<file path="src/rtl/core/cba_pkg.sv">
// ----------------------------------------------------------------------------
// Continuation block assigner package
// Shared widths, register indexes, reset values and controller interface types.
// ----------------------------------------------------------------------------
package cba_pkg;

  localparam int unsigned DefTableDepth = 64;

  localparam int unsigned PidW   = 16;
  localparam int unsigned LenW   = 13;
  localparam int unsigned BlockW = 32;
  localparam int unsigned SizeW  = 13;

  localparam int unsigned CfgIdxW  = 1;
  localparam int unsigned CfgDataW = 32;

  localparam logic [CfgIdxW-1:0] CFG_BLOCK_SIZE  = 1'd0;
  localparam logic [CfgIdxW-1:0] CFG_FIRST_BLOCK = 1'd1;

  localparam logic [SizeW-1:0]  BlockSizeRst  = 13'd2048;
  localparam logic [BlockW-1:0] FirstBlockRst = 32'd0;

  // controller -> datapath
  typedef struct packed {
    logic start;     // latch the incoming record, restart the table scan
    logic search;    // scan step: issue one table read, compare the last one
    logic fin_hit;   // close a record whose parent was found
    logic fin_miss;  // close a record whose parent was not found
  } cba_cmd_t;

  // datapath -> controller
  typedef struct packed {
    logic hit;       // compared entry matches the parent id
    logic miss;      // every valid entry compared without a match
  } cba_stat_t;

endpackage

</file>
<file path="src/rtl/core/cba_dpath.sv">
// ----------------------------------------------------------------------------
// Continuation block assigner datapath
// Parent table memory, scan counter, block counter and result registers.
// ----------------------------------------------------------------------------
module cba_dpath import cba_pkg::*; #(
  parameter int unsigned TABLE_DEPTH = DefTableDepth
) (
  input  logic                clk_i,
  input  logic                rst_ni,
  input  logic                cfg_we_i,
  input  logic [CfgIdxW-1:0]  cfg_index_i,
  input  logic [CfgDataW-1:0] cfg_data_i,
  input  logic [PidW-1:0]     parent_dir_i,
  input  logic [LenW-1:0]     continuation_len_i,
  input  logic                is_root_i,
  input  cba_cmd_t            cmd_i,
  output cba_stat_t           stat_o,
  output logic [BlockW-1:0]   block_addr_o,
  output logic [LenW-1:0]     byte_offset_o,
  output logic                status_o
);

  localparam int unsigned AW = (TABLE_DEPTH > 1) ? $clog2(TABLE_DEPTH) : 1;
  localparam int unsigned CW = $clog2(TABLE_DEPTH + 1);
  localparam int unsigned EW = PidW + BlockW + LenW;

  // entry layout: {parent, block, fill}
  logic [EW-1:0]     mem_q [TABLE_DEPTH];
  logic [EW-1:0]     rd_q;
  logic              rd_en;
  logic              wr_en;
  logic [AW-1:0]     wr_addr;
  logic [EW-1:0]     wr_data;

  logic [SizeW-1:0]  block_size_q;
  logic [BlockW-1:0] next_block_q, next_block_d;
  logic [CW-1:0]     count_q, count_d;
  logic [CW-1:0]     idx_q, idx_d;
  logic              cmp_vld_q;
  logic [AW-1:0]     cmp_idx_q;

  logic [PidW-1:0]   pid_q;
  logic [LenW-1:0]   len_q;
  logic              root_q;

  logic [AW-1:0]     hit_idx_q;
  logic [BlockW-1:0] hit_block_q;
  logic [LenW-1:0]   hit_fill_q;

  logic [BlockW-1:0] addr_q, addr_d;
  logic [LenW-1:0]   offset_q, offset_d;
  logic              status_q, status_d;

  logic [PidW-1:0]   rd_parent;
  logic [BlockW-1:0] rd_block;
  logic [LenW-1:0]   rd_fill;
  logic              issue_done;
  logic              match;
  logic [LenW:0]     sum;
  logic              over;
  logic              tbl_room;

  assign rd_parent  = rd_q[EW-1 -: PidW];
  assign rd_block   = rd_q[LenW +: BlockW];
  assign rd_fill    = rd_q[LenW-1:0];
  assign issue_done = (idx_q == count_q);
  assign match      = cmp_vld_q && (rd_parent == pid_q);
  assign rd_en      = cmd_i.search && !issue_done;

  assign stat_o.hit  = match;
  assign stat_o.miss = !cmp_vld_q && issue_done;

  assign sum      = {1'b0, hit_fill_q} + {1'b0, len_q};
  assign over     = sum > {1'b0, block_size_q};
  assign tbl_room = count_q < CW'(TABLE_DEPTH);

  always_comb begin
    next_block_d = next_block_q;
    count_d      = count_q;
    addr_d       = addr_q;
    offset_d     = offset_q;
    status_d     = status_q;
    wr_en        = 1'b0;
    wr_addr      = hit_idx_q;
    wr_data      = {pid_q, next_block_q, len_q};
    if (cmd_i.fin_hit) begin
      wr_en    = 1'b1;
      status_d = 1'b0;
      if (over) begin
        // record would spill past the block end: open a fresh block
        addr_d       = next_block_q;
        offset_d     = '0;
        next_block_d = next_block_q + 1'b1;
        wr_data      = {pid_q, next_block_q, len_q};
      end else begin
        addr_d   = hit_block_q;
        offset_d = hit_fill_q;
        wr_data  = {pid_q, hit_block_q, sum[LenW-1:0]};
      end
    end else if (cmd_i.fin_miss) begin
      addr_d       = next_block_q;
      offset_d     = '0;
      status_d     = 1'b0;
      next_block_d = next_block_q + 1'b1;
      wr_addr      = count_q[AW-1:0];
      if (!root_q) begin
        if (tbl_room) begin
          wr_en   = 1'b1;
          count_d = count_q + 1'b1;
        end else begin
          status_d = 1'b1;
        end
      end
    end
    if (cfg_we_i && (cfg_index_i == CFG_FIRST_BLOCK)) begin
      next_block_d = cfg_data_i[BlockW-1:0];
    end
  end

  always_comb begin
    idx_d = idx_q;
    if (cmd_i.start) begin
      idx_d = '0;
    end else if (rd_en) begin
      idx_d = idx_q + 1'b1;
    end
  end

  always_ff @(posedge clk_i or negedge rst_ni) begin
    if (!rst_ni) begin
      block_size_q <= BlockSizeRst;
      next_block_q <= FirstBlockRst;
      count_q      <= '0;
      idx_q        <= '0;
      cmp_vld_q    <= 1'b0;
    end else begin
      if (cfg_we_i && (cfg_index_i == CFG_BLOCK_SIZE)) begin
        block_size_q <= cfg_data_i[SizeW-1:0];
      end
      next_block_q <= next_block_d;
      count_q      <= count_d;
      idx_q        <= idx_d;
      cmp_vld_q    <= rd_en;
    end
  end

  // table memory, one write and one registered read port
  always_ff @(posedge clk_i) begin
    if (wr_en) begin
      mem_q[wr_addr] <= wr_data;
    end
    if (rd_en) begin
      rd_q <= mem_q[idx_q[AW-1:0]];
    end
  end

  always_ff @(posedge clk_i) begin
    cmp_idx_q <= idx_q[AW-1:0];
    if (cmd_i.start) begin
      pid_q  <= parent_dir_i;
      len_q  <= continuation_len_i;
      root_q <= is_root_i;
    end
    if (cmd_i.search && match) begin
      hit_idx_q   <= cmp_idx_q;
      hit_block_q <= rd_block;
      hit_fill_q  <= rd_fill;
    end
    addr_q   <= addr_d;
    offset_q <= offset_d;
    status_q <= status_d;
  end

  assign block_addr_o  = addr_q;
  assign byte_offset_o = offset_q;
  assign status_o      = status_q;

endmodule

</file>
<file path="src/rtl/core/cba_ctrl.sv">
// ----------------------------------------------------------------------------
// Continuation block assigner controller
// Sequences accept, table scan and result hand-off; owns the stream handshakes.
// ----------------------------------------------------------------------------
module cba_ctrl import cba_pkg::*; (
  input  logic      clk_i,
  input  logic      rst_ni,
  input  logic      in_valid_i,
  output logic      in_ready_o,
  output logic      out_valid_o,
  input  logic      out_ready_i,
  input  cba_stat_t stat_i,
  output cba_cmd_t  cmd_o
);

  localparam logic [1:0] StIdle   = 2'd0;
  localparam logic [1:0] StSearch = 2'd1;
  localparam logic [1:0] StHit    = 2'd2;
  localparam logic [1:0] StMiss   = 2'd3;

  logic [1:0] state_q, state_d;
  logic       out_vld_q, out_vld_d;
  logic       out_free;

  // result register can take a new result this cycle
  assign out_free = !out_vld_q || out_ready_i;

  always_comb begin
    state_d = state_q;
    cmd_o   = '0;
    case (state_q)
      StIdle: begin
        if (in_valid_i) begin
          cmd_o.start = 1'b1;
          state_d     = StSearch;
        end
      end
      StSearch: begin
        cmd_o.search = 1'b1;
        if (stat_i.hit) begin
          state_d = StHit;
        end else if (stat_i.miss) begin
          state_d = StMiss;
        end
      end
      StHit: begin
        if (out_free) begin
          cmd_o.fin_hit = 1'b1;
          state_d       = StIdle;
        end
      end
      StMiss: begin
        if (out_free) begin
          cmd_o.fin_miss = 1'b1;
          state_d        = StIdle;
        end
      end
      default: begin
        state_d = StIdle;
      end
    endcase
  end

  always_comb begin
    out_vld_d = out_vld_q;
    if (cmd_o.fin_hit || cmd_o.fin_miss) begin
      out_vld_d = 1'b1;
    end else if (out_ready_i) begin
      out_vld_d = 1'b0;
    end
  end

  always_ff @(posedge clk_i or negedge rst_ni) begin
    if (!rst_ni) begin
      state_q   <= StIdle;
      out_vld_q <= 1'b0;
    end else begin
      state_q   <= state_d;
      out_vld_q <= out_vld_d;
    end
  end

  assign in_ready_o  = (state_q == StIdle);
  assign out_valid_o = out_vld_q;

endmodule

</file>
<file path="src/rtl/core/continuation_block_assigner_top.sv">
// ----------------------------------------------------------------------------
// Continuation block assigner
// Places continuation records into blocks, packing records of one parent.
// ----------------------------------------------------------------------------
// Input stream carries one record per transfer: parent id and record length in
// tdata, the root flag in tuser. Output stream returns one transfer per record:
// block address and byte offset in tdata, table-full status in tuser.
// Configuration: cfg_we_i with cfg_index_i 0 sets the block size, 1 sets the
// first block address (and reloads the block counter at once).
// The scan compares a record with the parents held in the table (up to
// TABLE_DEPTH), reading one table entry per cycle from the single read port of
// the table memory. One record is scanned at a time: the next one is accepted
// once the controller is back in idle after the result has been loaded.
// Reset empties the table, sets block size 2048 and the block counter to 0;
// no clearing pass is needed.
// A stalled receiver holds the result in the output register; the next record
// is still accepted and scanned, and waits before completion until the
// pending result has been taken.
// ----------------------------------------------------------------------------
module continuation_block_assigner_top import cba_pkg::*; #(
  parameter int unsigned TABLE_DEPTH = DefTableDepth
) (
  input  logic                clk_i,
  input  logic                rst_ni,
  input  logic                cfg_we_i,
  input  logic [CfgIdxW-1:0]  cfg_index_i,
  input  logic [CfgDataW-1:0] cfg_data_i,
  input  logic                s_axis_tvalid,
  output logic                s_axis_tready,
  input  logic [31:0]         s_axis_tdata,  // parent_dir[15:0], continuation_len[28:16]
  input  logic                s_axis_tuser,  // is_root
  output logic                m_axis_tvalid,
  input  logic                m_axis_tready,
  output logic [47:0]         m_axis_tdata,  // block_addr[31:0], byte_offset[44:32]
  output logic                m_axis_tuser   // status
);

  cba_cmd_t          cmd;
  cba_stat_t         stat;
  logic [BlockW-1:0] block_addr;
  logic [LenW-1:0]   byte_offset;
  logic              status;

  cba_ctrl u_ctrl (
    .clk_i       (clk_i),
    .rst_ni      (rst_ni),
    .in_valid_i  (s_axis_tvalid),
    .in_ready_o  (s_axis_tready),
    .out_valid_o (m_axis_tvalid),
    .out_ready_i (m_axis_tready),
    .stat_i      (stat),
    .cmd_o       (cmd)
  );

  cba_dpath #(
    .TABLE_DEPTH (TABLE_DEPTH)
  ) u_dpath (
    .clk_i              (clk_i),
    .rst_ni             (rst_ni),
    .cfg_we_i           (cfg_we_i),
    .cfg_index_i        (cfg_index_i),
    .cfg_data_i         (cfg_data_i),
    .parent_dir_i       (s_axis_tdata[15:0]),
    .continuation_len_i (s_axis_tdata[28:16]),
    .is_root_i          (s_axis_tuser),
    .cmd_i              (cmd),
    .stat_o             (stat),
    .block_addr_o       (block_addr),
    .byte_offset_o      (byte_offset),
    .status_o           (status)
  );

  assign m_axis_tdata = {3'b000, byte_offset, block_addr};
  assign m_axis_tuser = status;

endmodule

</file>
<file path="config.mk">
export PLATFORM = sky130hd
export DESIGN_NAME = continuation_block_assigner_top
export DESIGN_NICKNAME = d
export VERILOG_FILES = /design/src/rtl/core/cba_pkg.sv /design/src/rtl/core/cba_dpath.sv /design/src/rtl/core/cba_ctrl.sv /design/src/rtl/core/continuation_block_assigner_top.sv
export SDC_FILE = /design/constraint.sdc
export NUM_CORES = 2
export LEC_CHECK = 0
export ABC_CLOCK_PERIOD_IN_PS = 9300
export BUFFER_PORTS_ARGS = -buffer_cell sky130_fd_sc_hd__buf_2
export CAP_MARGIN = 5
export CELL_PAD_IN_SITES_DETAIL_PLACEMENT = 0
export CELL_PAD_IN_SITES_GLOBAL_PLACEMENT = 1
export CORE_MARGIN = 1
export CORE_UTILIZATION = 57
export DETAILED_ROUTE_END_ITERATION = 8
export GPL_TIMING_DRIVEN = 0
export PLACE_DENSITY = 0.81
export SETUP_SLACK_MARGIN = 0.5
export SLEW_MARGIN = 0
export SYNTH_ARGS = -nofsm -noshare
export SYNTH_HDL_FRONTEND = slang
export SYNTH_HIERARCHICAL = 1
export SYNTH_SLANG_ARGS = --single-unit
export TNS_END_PERCENT = 1
</file>
<file path="constraint.sdc">
create_clock -name clk_i -period 9.3 [get_ports clk_i]
set_input_delay 0.465 -clock clk_i [delete_from_list [all_inputs] [get_ports clk_i]]
set_output_delay 0.465 -clock clk_i [all_outputs]
set_load 0.01 [all_outputs]
</file>
==> results.json <==
{
  "hp-start": "cfg_index_i",
  "reg2reg_depth": 17,
  "ys_ff_latch": 4161,
  "rsz0062_at_grt": "false",
  "worstMarginPinSlew_ns": 1.47,
  "crit_type": "flip-flop to flip-flop",
  "drtPass1Iterations": 8,
  "dp_hpwl_um": 271000,
  "min_path_cells": 5,
  "power_leakage_nw": 57.0,
  "drc": 0,
  "fin_worst_skew_ns": 0.0984,
  "grt_pass1_wl_um": 613000,
  "nFillCells": 16300,
  "r2r_setup_slack_ns": 2.62,
  "num_rows": 193,
  "post-route-period-util_pct": 71.8,
  "cts_max_level": 5,
  "die_w_um": 529,
  "use_met1_pct": 41.1,
  "power_density_mw_per_mm2": 282,
  "post_cts_resize_count": 0,
  "timing.hold.ws_ns": 0.0582,
  "internal_power_mw": 36.6,
  "yosysSeqAreaShare_pct": 78.6,
  "synth_edf_count": 4091,
  "p_clk_share_pct": 31.3,
  "period_needed_ns": 6.68,
  "die_h_um": 529,
  "synth_top_area_share_pct": 77.5,
  "r2r_end": "u_dpath/mem_q[56][42]",
  "viasPerCell": 6.98,
  "antenna_left": 0,
  "met3_usage_pct": 8.11,
  "status": "completed",
  "initial_utilization_pct": 57.4,
  "end_kind": "flip-flop",
  "synth_top_area_cell": "edfxtp_1",
  "ys_top_cells_by_count": "4091 x edfxtp_1, 1281 x mux4_2, 183 x clkbuf_1",
  "synth.distinct_cells": 54,
  "grt_max_degree": 66,
  "drive_gt1_share_pct": 32.1,
  "layout_setup_ws_ns": 2.62,
  "clkTransAtPathRegs_ns": 0.06,
  "grt_pass1_vias": 79700,
  "yosys_most_used_dff": "edfxtp_1",
  "ys_warn_count": 6,
  "min_to": "u_dpath/block_size_q[3]",
  "ys_top_cells_by_area": "edfxtp_1 77%, mux4_2 18%, dfrtp_1 0.98%",
  "grtUsageMet2_pct": 50.5,
  "power.switching_mw": 15.2,
  "port_buffers": 115,
  "hold_violations": 0,
  "cts_tree": "done",
  "clock_latency_ns": 1.00,
  "stdcell_count": 11300,
  "power_mw": 51.7,
  "syn2layout_area_growth_pct": 15.5,
  "ios": 122,
  "gr-usage-all-layers_pct": 31.9,
  "hold_path.class": "input port to flip-flop",
  "antenna_found_initial": 26,
  "power_frac_comb_pct": 27.6,
  "maxCapViolations": 0,
  "worstPathArrival_ns": 7.23,
  "synthArstFlopShare_pct": 1.51,
  "cts-root-buf": "clkbuf_16",
  "setup_violations": 0,
  "grt-busiest-layer": "met2",
  "netlist_area_mm2": 0.159,
  "drtIter0Drc": 12900,
  "slew_headroom_pct": 2.33,
  "cp_max_fo": 65,
  "p_sw_share_pct": 29.3,
  "startpoint_type": "flip-flop",
  "cts_buffers": 405,
  "sequentialPowerShare_pct": 41.1,
  "irDropWorstVdd_uv": 185,
  "syn-mean-instance-area_um2": 24.9,
  "cts_max_path_buffers": 4,
  "clock_sinks": 4161,
  "fmax_mhz": 150,
  "worstPathRequired_ns": 9.85,
  "grt-ovfl-total": 0,
  "drt_wl_total_um": 443000,
  "place_ws_ns": 2.74,
  "finalNetCount": 7294,
  "core-area_mm2": 0.276,
  "routedWlPerCell_um": 39.3,
  "dieArea_mm2": 0.280,
  "place_inst": 10400,
  "synth.most_common_cell": "edfxtp_1",
  "place.gp.congestion": 0.827,
  "via_count": 78700,
  "worst_r2r_startpoint": "u_dpath/hit_fill_q[0]",
  "synthCells": 6369,
  "finalMaxSlewViolations": 0
}
-- area by class of cell --
class	instances	area (µm²)	area share, %
buffer	322	1440	0.786
timing repair buffer	415	6190	3.38
sequential	4161	125000	68.0
clock buffer	493	10500	5.74
antenna	47	118	0.0642
inverter	28	108	0.0588
clock inverter	246	2490	1.36
multi-input combinational	1860	33100	18.1
tap	3705	4640	2.53
-- state kept, by name, indices dropped and copies added, names as in the netlist, 13 cells and up --
signal,flops
u_dpath/mem_q,3904
u_dpath/block_size_q,13
u_dpath/next_block_q,32
u_dpath/rd_q,61
u_dpath/hit_block_q,32
u_dpath/byte_offset_o,13
u_dpath/pid_q,16
u_dpath/hit_fill_q,13
u_dpath/len_q,13
u_dpath/block_addr_o,32
-- critical path, stage by stage (launching register included) --
cell	delay (ns)
edfxtp_1	0.45
ha_1	0.26
fa_1	0.41
a21oi_1	0.27
o211ai_1	0.20
nand2_1	0.14
o21ai_0	0.12
a21oi_1	0.20
xnor2_1	0.18
ha_1	0.29
or3_1	0.30
o2111ai_1	0.11
a31oi_1	0.24
clkbuf_1	0.28
nor2_1	0.36
buf_2	0.57
buf_2	0.67
mux2_2	1.14
-- placed cells by master (no fill, tap or decap), types with 52 or more instances in the layout --
master / synthesis / routed
dfrtp_1: 62 / 62
clkinv_2: 0 / 81
edfxtp_1: 4091 / 4091
o21ai_0: 57 / 52
clkbuf_1: 183 / 252
clkbuf_16: 0 / 407
buf_1: 60 / 55
dlygate4sd3_1: 0 / 67
nor2_4: 0 / 65
nand2_1: 76 / 76
clkinv_1: 1 / 99
buf_12: 0 / 179
mux4_2: 1281 / 1281
buf_2: 49 / 163
-- cells by family after synthesis --
| family | count (synthesis) | synth area share (%) |
|---|---|---|
| xor+xnor | 53 | 0.293 |
| mux | 1327 | 18.5 |
| flops | 4161 | 78.6 |
| simple gates | 309 | 0.910 |
| other cells | 1 | 0.00236 |
| buf+inv | 350 | 0.955 |
| compound gates | 138 | 0.530 |
| fa+ha+maj | 30 | 0.241 |
-- stage by stage --
stage | instance area [µm²] | utilization, % | TNS, ns
floorplan | 159000 | - | 0
global placement | 164000 | 59.2 | -4615.68
detailed placement | 169000 | 61.2 | 0
CTS | 183000 | 66.2 | 0
global route | 183000 | 66.2 | 0
finish | 183000 | 66.2 | 0
-- timing repair --
action,CTS,global route
endpoints found under the hold margin,141,0
hold buffers,67,0
buffers inserted,0,0
-- layer usage --
layer  wire length (µm)  part of all wire, %  up-vias
met4              26700                  6.0       10
met3              56400                   13     1189
li1                   -                    -    29300
met5                 71                0.016        -
met1             147000                   33    41700
met2             214000                   48     6498
-- power groups by stage --
stage	logic (mW)	registers (mW)	clock network, mW
final	14.3	21.3	16.2
after global routing	14.6	21.3	17.0
after CTS	14.2	21.3	16.3
after detailed placement	13.8	21.6	0
after global placement	13.3	21.7	0
after floorplan	8.93	21.6	0
-- worst max path at each step --
stage	startpoint	endpoint	slack, ns	cells past startpoint
detailed placement	u_dpath/hit_fill_q[1]	u_dpath/mem_q[30][41]	2.74	17
global route	u_dpath/hit_fill_q[0]	u_dpath/mem_q[4][42]	2.42	17
CTS	u_dpath/hit_fill_q[0]	u_dpath/mem_q[61][27]	2.62	19
global placement	m_axis_tready	u_dpath/mem_q[25][17]	-1.72	11
finish	u_dpath/hit_fill_q[0]	u_dpath/mem_q[56][42]	2.62	17
floorplan	u_dpath/len_q[1]	u_dpath/block_addr_o[10]	2.59	17
(Power assumes the default switching activity.)
